### config.mk
export PLATFORM = sky130hd
export DESIGN_NAME = trmd_ram
export DESIGN_NICKNAME = d
export VERILOG_FILES = /design/src/rtl/assert_macros.svh /design/src/rtl/trmd_ram.sv
export SDC_FILE = /design/constraint.sdc
export NUM_CORES = 1
export LEC_CHECK = 0
export ABC_AREA = 1
export BUFFER_PORTS_ARGS = -buffer_cell sky130_fd_sc_hd__buf_2
export CORE_MARGIN = 4
export CORE_UTILIZATION = 35
export CTS_BUF_LIST = sky130_fd_sc_hd__clkbuf_4
export CTS_CLUSTER_DIAMETER = 30
export DETAILED_ROUTE_END_ITERATION = 7
export HOLD_SLACK_MARGIN = 0.05
export PLACE_DENSITY = 0.46
export REMOVE_ABC_BUFFERS = 1
export SETUP_SLACK_MARGIN = 0.02
export SYNTH_ARGS = -nofsm -noshare
export SYNTH_HDL_FRONTEND = slang
export SYNTH_SLANG_ARGS = --single-unit
### constraint.sdc
create_clock -name clk -period 2.8 [get_ports clk]
set_input_delay 0 -clock clk [delete_from_list [all_inputs] [get_ports clk]]
set_output_delay 0 -clock clk [all_outputs]
set_load 0.03 [all_outputs]
### src/rtl/assert_macros.svh
// Assertion macros shared by the RTL
`ifndef ASSERT_MACROS_SVH
`define ASSERT_MACROS_SVH
`define ASSERT_IMPLIES(label, clk, rst_n, a, b) \
    label: assert property (@(posedge clk) disable iff (!rst_n) (a) |-> (b)) \
        else $error("assertion failed");
`define ASSERT_NEXT(label, clk, rst_n, a, b) \
    label: assert property (@(posedge clk) disable iff (!rst_n) (a) |=> (b)) \
        else $error("assertion failed");
`endif

### src/rtl/trmd_ram.sv
// Generic single-port-write, single-port-read RAM with registered read
`default_nettype none
module trmd_ram #(
    parameter int unsigned WIDTH = 8,
    parameter int unsigned DEPTH = 16
) (
    input  wire logic                     clk,
    input  wire logic                     we,
    input  wire logic [$clog2(DEPTH)-1:0] waddr,
    input  wire logic [WIDTH-1:0]         wdata,
    input  wire logic                     re,
    input  wire logic [$clog2(DEPTH)-1:0] raddr,
    output logic [WIDTH-1:0]              rdata
);
    logic [WIDTH-1:0] mem [DEPTH];

    always_ff @(posedge clk)
    begin
        if (we)
        begin
            mem[waddr] <= wdata;
        end
        if (re)
        begin
            rdata <= mem[raddr];
        end
    end
endmodule
`default_nettype wire

# Yosys cells after proc, flatten, opt, wreduce, memory -nomap -nowiden
# Memories as Yosys holds them, arrays and structs flattened. A register that Yosys moved wholly into a read port is not among the register bits.
# Cells that the tools add are included.
dict set report totals {
  word_cells 3
  register_bits 0
  ramBits 128
  out_inout_bits 8
  inputBits 19
  memories 1
}
dict set report classes {
  n_mux 2
}
# name depth width rd rd_ports_with_merged_regs wr line_no
set memory_table {}
lappend memory_table {mem 16 8 1 1 1 trmd_ram.sv:15} ;# logic [WIDTH-1:0] mem [DEPTH];
# cell n
set ops {}
lappend ops {{1-bit two-way mux} 2}

# Longest topological paths before layout
dict set report logic_depth {
  ltp_word 2
  depth_mapped 8
  ltp_nobuf 7
}

# Worst setup path before layout
# OpenSTA, ideal clock, no wires.
dict set report synth_path {
  path_type {input -> register}
  from {input waddr[2]}
  to {memory mem[10][0], enable pin}
  t_arrival_ns 0.581
  setup_ns 0.370
  stages 2
  required_time_ns 2.430
  path_buffers 0
  slack_ns 1.849
  cell_sequence {nand3b_1 nor2_1}
}
# item line_no
set synth_lines {}
lappend synth_lines {{from (decl)} trmd_ram.sv:9} ;# input wire logic [$clog2(DEPTH)-1:0] waddr,
lappend synth_lines {{to (decl)} trmd_ram.sv:15}
# Straight into the memory's write port.

==> impl_metrics.env <==
export IMPL_status="complete, no violations"
export IMPL_maxCapViolations=0
export IMPL_drive_gt1_share_pct=9.83
export IMPL_start_util_pct=36.3
export IMPL_grt_remaining_overflow=0
export IMPL_p_leak_nw=2.73
export IMPL_synthFlopType="edfxtp_1"
export IMPL_min_from="waddr[2]"
export IMPL_numCtsBuffers=17
export IMPL_io_pins=27
export IMPL_io_buffer_count=26
export IMPL_hpwl_um=8640
export IMPL_r2r_start="mem[5][1]$_DFFE_PP_"
export IMPL_avgViaCountPerCell=4.55
export IMPL_cp_start_kind="input port"
export IMPL_remaining_drc_errors=0
export IMPL_max_vdd_ir_drop_mv=0.176
export IMPL_reg2reg_to="rdata[1]$_DFFE_PP_"
export IMPL_cts_sinks=136
export IMPL_post_cts_buffers=0
export IMPL_synth_edf_count=136
export IMPL_synth_area_mm2=0.00585
export IMPL_seqCellArea_mm2=0.00408
export IMPL_rrSetupSlack_ps=1560
export IMPL_synth_distinct_cells=11
export IMPL_hold_path_class="in2reg"
export IMPL_ant_nets=0
export IMPL_yosysTopAreaCellShare_pct=69.8
export IMPL_cp_num_buf_inv=3
export IMPL_row_count=46
export IMPL_synth_yosys_seq_area_share_pct=69.8
export IMPL_critPathMaxFanout=17
export IMPL_synth_top_area_cell="edfxtp_1"
export IMPL_crit_top_cell="nand3_1"
export IMPL_tritoncts="built"
export IMPL_yosys_warnings=0
export IMPL_wl_per_cell_um=17.2
export IMPL_path_clk_slew_ps=110
export IMPL_rsz0062_at_grt="false"
export IMPL_crit_path_end_kind="flip-flop"
export IMPL_critPathTopFamily="buffers and inverters"
export IMPL_grt_max_degree=65
export IMPL_layout_nets=606
export IMPL_finClkSkew_ps=11.5
export IMPL_cts_root_buf="clkbuf_4"
export IMPL_yosys_top_cells_count="nand2_1 (173), edfxtp_1 (136), inv_1 (100)"
export IMPL_post_place_ws_ps=1150
export IMPL_htree_levels=4
export IMPL_slew_viol_final=0
export IMPL_synthCells=551
export IMPL_firstDrtPassIters=5
export IMPL_tns_ps=0
export IMPL_antenna_found_initial=1
export IMPL_critPathRequiredTime_ps=3080
export IMPL_core_area_mm2=0.0161
export IMPL_grt_pass1_vias=3715
export IMPL_cts_resized=0
export IMPL_syn_area_per_cell_um2=10.6
export IMPL_whs_path_depth=3
export IMPL_fill_cells=1615
export IMPL_crit_type="in2reg"
export IMPL_die_h_um=137
export IMPL_cp_slowest_cell="dlygate4sd3_1"
export IMPL_setup_viol=0
export IMPL_fin_ws_ps=1350
export IMPL_hold_end="mem[15][2]$_DFFE_PP_"
export IMPL_vias=3721
export IMPL_fp_dieW_um=137
export IMPL_worstMarginPinSlew_ps=904
export IMPL_clk_latency_ps=520
export IMPL_area_delta_synth_final_pct=10.1
export IMPL_die_area_mm2=0.0188
export IMPL_multi_input_area_mm2=0.00121
export IMPL_synthTopCellsByArea="edfxtp_1 (70%), nand2_1 (11%), nand3_1 (8.3%)"
export IMPL_yosysMostFrequentCell="nand2_1"
export IMPL_cp_arrival_ps=1730
export IMPL_ys_seq_elements=136
export IMPL_finalHoldViolations=0
export IMPL_reg2regPathDepth=6
export IMPL_gp_congestion=0.785
export IMPL_cpPeakStageDelay_ps=530
export IMPL_grt_total_usage_pct=15.9
export IMPL_path_cells="dlygate4sd3_1 -> buf_2 -> inv_1 -> nand3_1 -> nand3_1 -> nand2_1"
export IMPL_drt_initial_drc_count=280
export IMPL_cts_path_max_buffers=2
export IMPL_grt_pass1_wl_um=21500
export IMPL_synth_async_reset_ratio_pct=0
export IMPL_finalCritPeriodShare_pct=51.9
export IMPL_routed_wl_um=14000
export IMPL_max_slew_margin_pct=39.5
export IMPL_finalWorstPathRequiredPeriod_ps=1450
export IMPL_power_density_mw_per_mm2=570
export IMPL_max_freq_mhz=688
## placed cells by master (no fill, tap or decap)
master	Yosys	layout
clkinv_1	0	5
nor2_1	17	17
inv_2	2	2
edfxtp_1	136	136
nand2_1	173	173
nand3b_1	2	2
clkinv_2	0	2
buf_4	4	4
dlygate4sd3_1	0	11
clkbuf_4	0	25
nand3_1	97	97
buf_2	13	26
diode_2	0	1
inv_1	100	100
## cell families (layout without fill, tap and decap cells)
group | Yosys count | after routing | synth area share, %
buf+inv | 126 | 175 | 9.39
simple gates | 289 | 289 | 20.8
flops | 136 | 136 | 69.8
other cells | 0 | 1 | 0
## per-layer routing
metal	vias up	part of all wire, %	track usage (%)
met5	-	0	0
met4	0	1.2	5.32
met3	16	4.5	3.65
met2	88	47	25.7
met1	1760	47	21.2
li1	1857	-	-
## stage by stage
step                hold WS [ps]  power [mW]  cells  util, %  cell area, um2
floorplan                   98.9        2.49    527        -            5680
global placement             356        2.64    773     37.9            6110
detailed placement           363        2.64    773     37.9            6110
CTS                         56.9        3.72    816     39.9            6440
global route                 122        3.84    817     40.0            6440
finish                       114        3.67    817     40.0            6440
## power by group
part | internal, mW | switching (mW) | total, mW | leakage [nW]
combinational | 0.0818 | 0.221 | 0.303 | 1.36
sequential | 2.29 | 0.0104 | 2.30 | 1.24
clock | 0.414 | 0.654 | 1.07 | 0.131
total | 2.79 | 0.886 | 3.67 | 2.73
## worst max path at each step
| stage | from | endpoint | slack (ps) | cells after the start |
|---|---|---|---|---|
| after floorplan | raddr[0] | rdata[2]$_DFFE_PP_ | 1680 | 6 |
| after global placement | raddr[0] | rdata[1]$_DFFE_PP_ | 1200 | 8 |
| after detailed placement | raddr[0] | rdata[1]$_DFFE_PP_ | 1150 | 8 |
| after CTS | raddr[2] | rdata[0]$_DFFE_PP_ | 1390 | 6 |
| after global routing | raddr[2] | rdata[0]$_DFFE_PP_ | 1330 | 6 |
| final | raddr[2] | rdata[0]$_DFFE_PP_ | 1350 | 6 |
## worst reg2reg max path, delay by kind of cell, from the launching register on
family                 cells  cell delay [ps]
buffers and inverters      1               60
DFF                        1              370
and+or+nand+nor            5              560
## state kept, by name (all words and copies together), names as in the netlist
| name | flops |
|---|---|
| mem | 128 |
| rdata | 8 |
## final cells by class
type	instances	share of cell area [%]
clock buffer	25	2.91
multi-input combinational	289	18.8
antenna	1	0.0389
clock inverter	7	0.447
sequential	136	63.4
inverter	102	5.95
timing repair buffer	41	4.20
tap	216	4.20
## repair_timing
action	4_1_cts	5_1_grt
hold buffers	11	0
setup endpoints to repair	0	0
hold endpoints to repair	144	0
(Power assumes the default switching activity.)
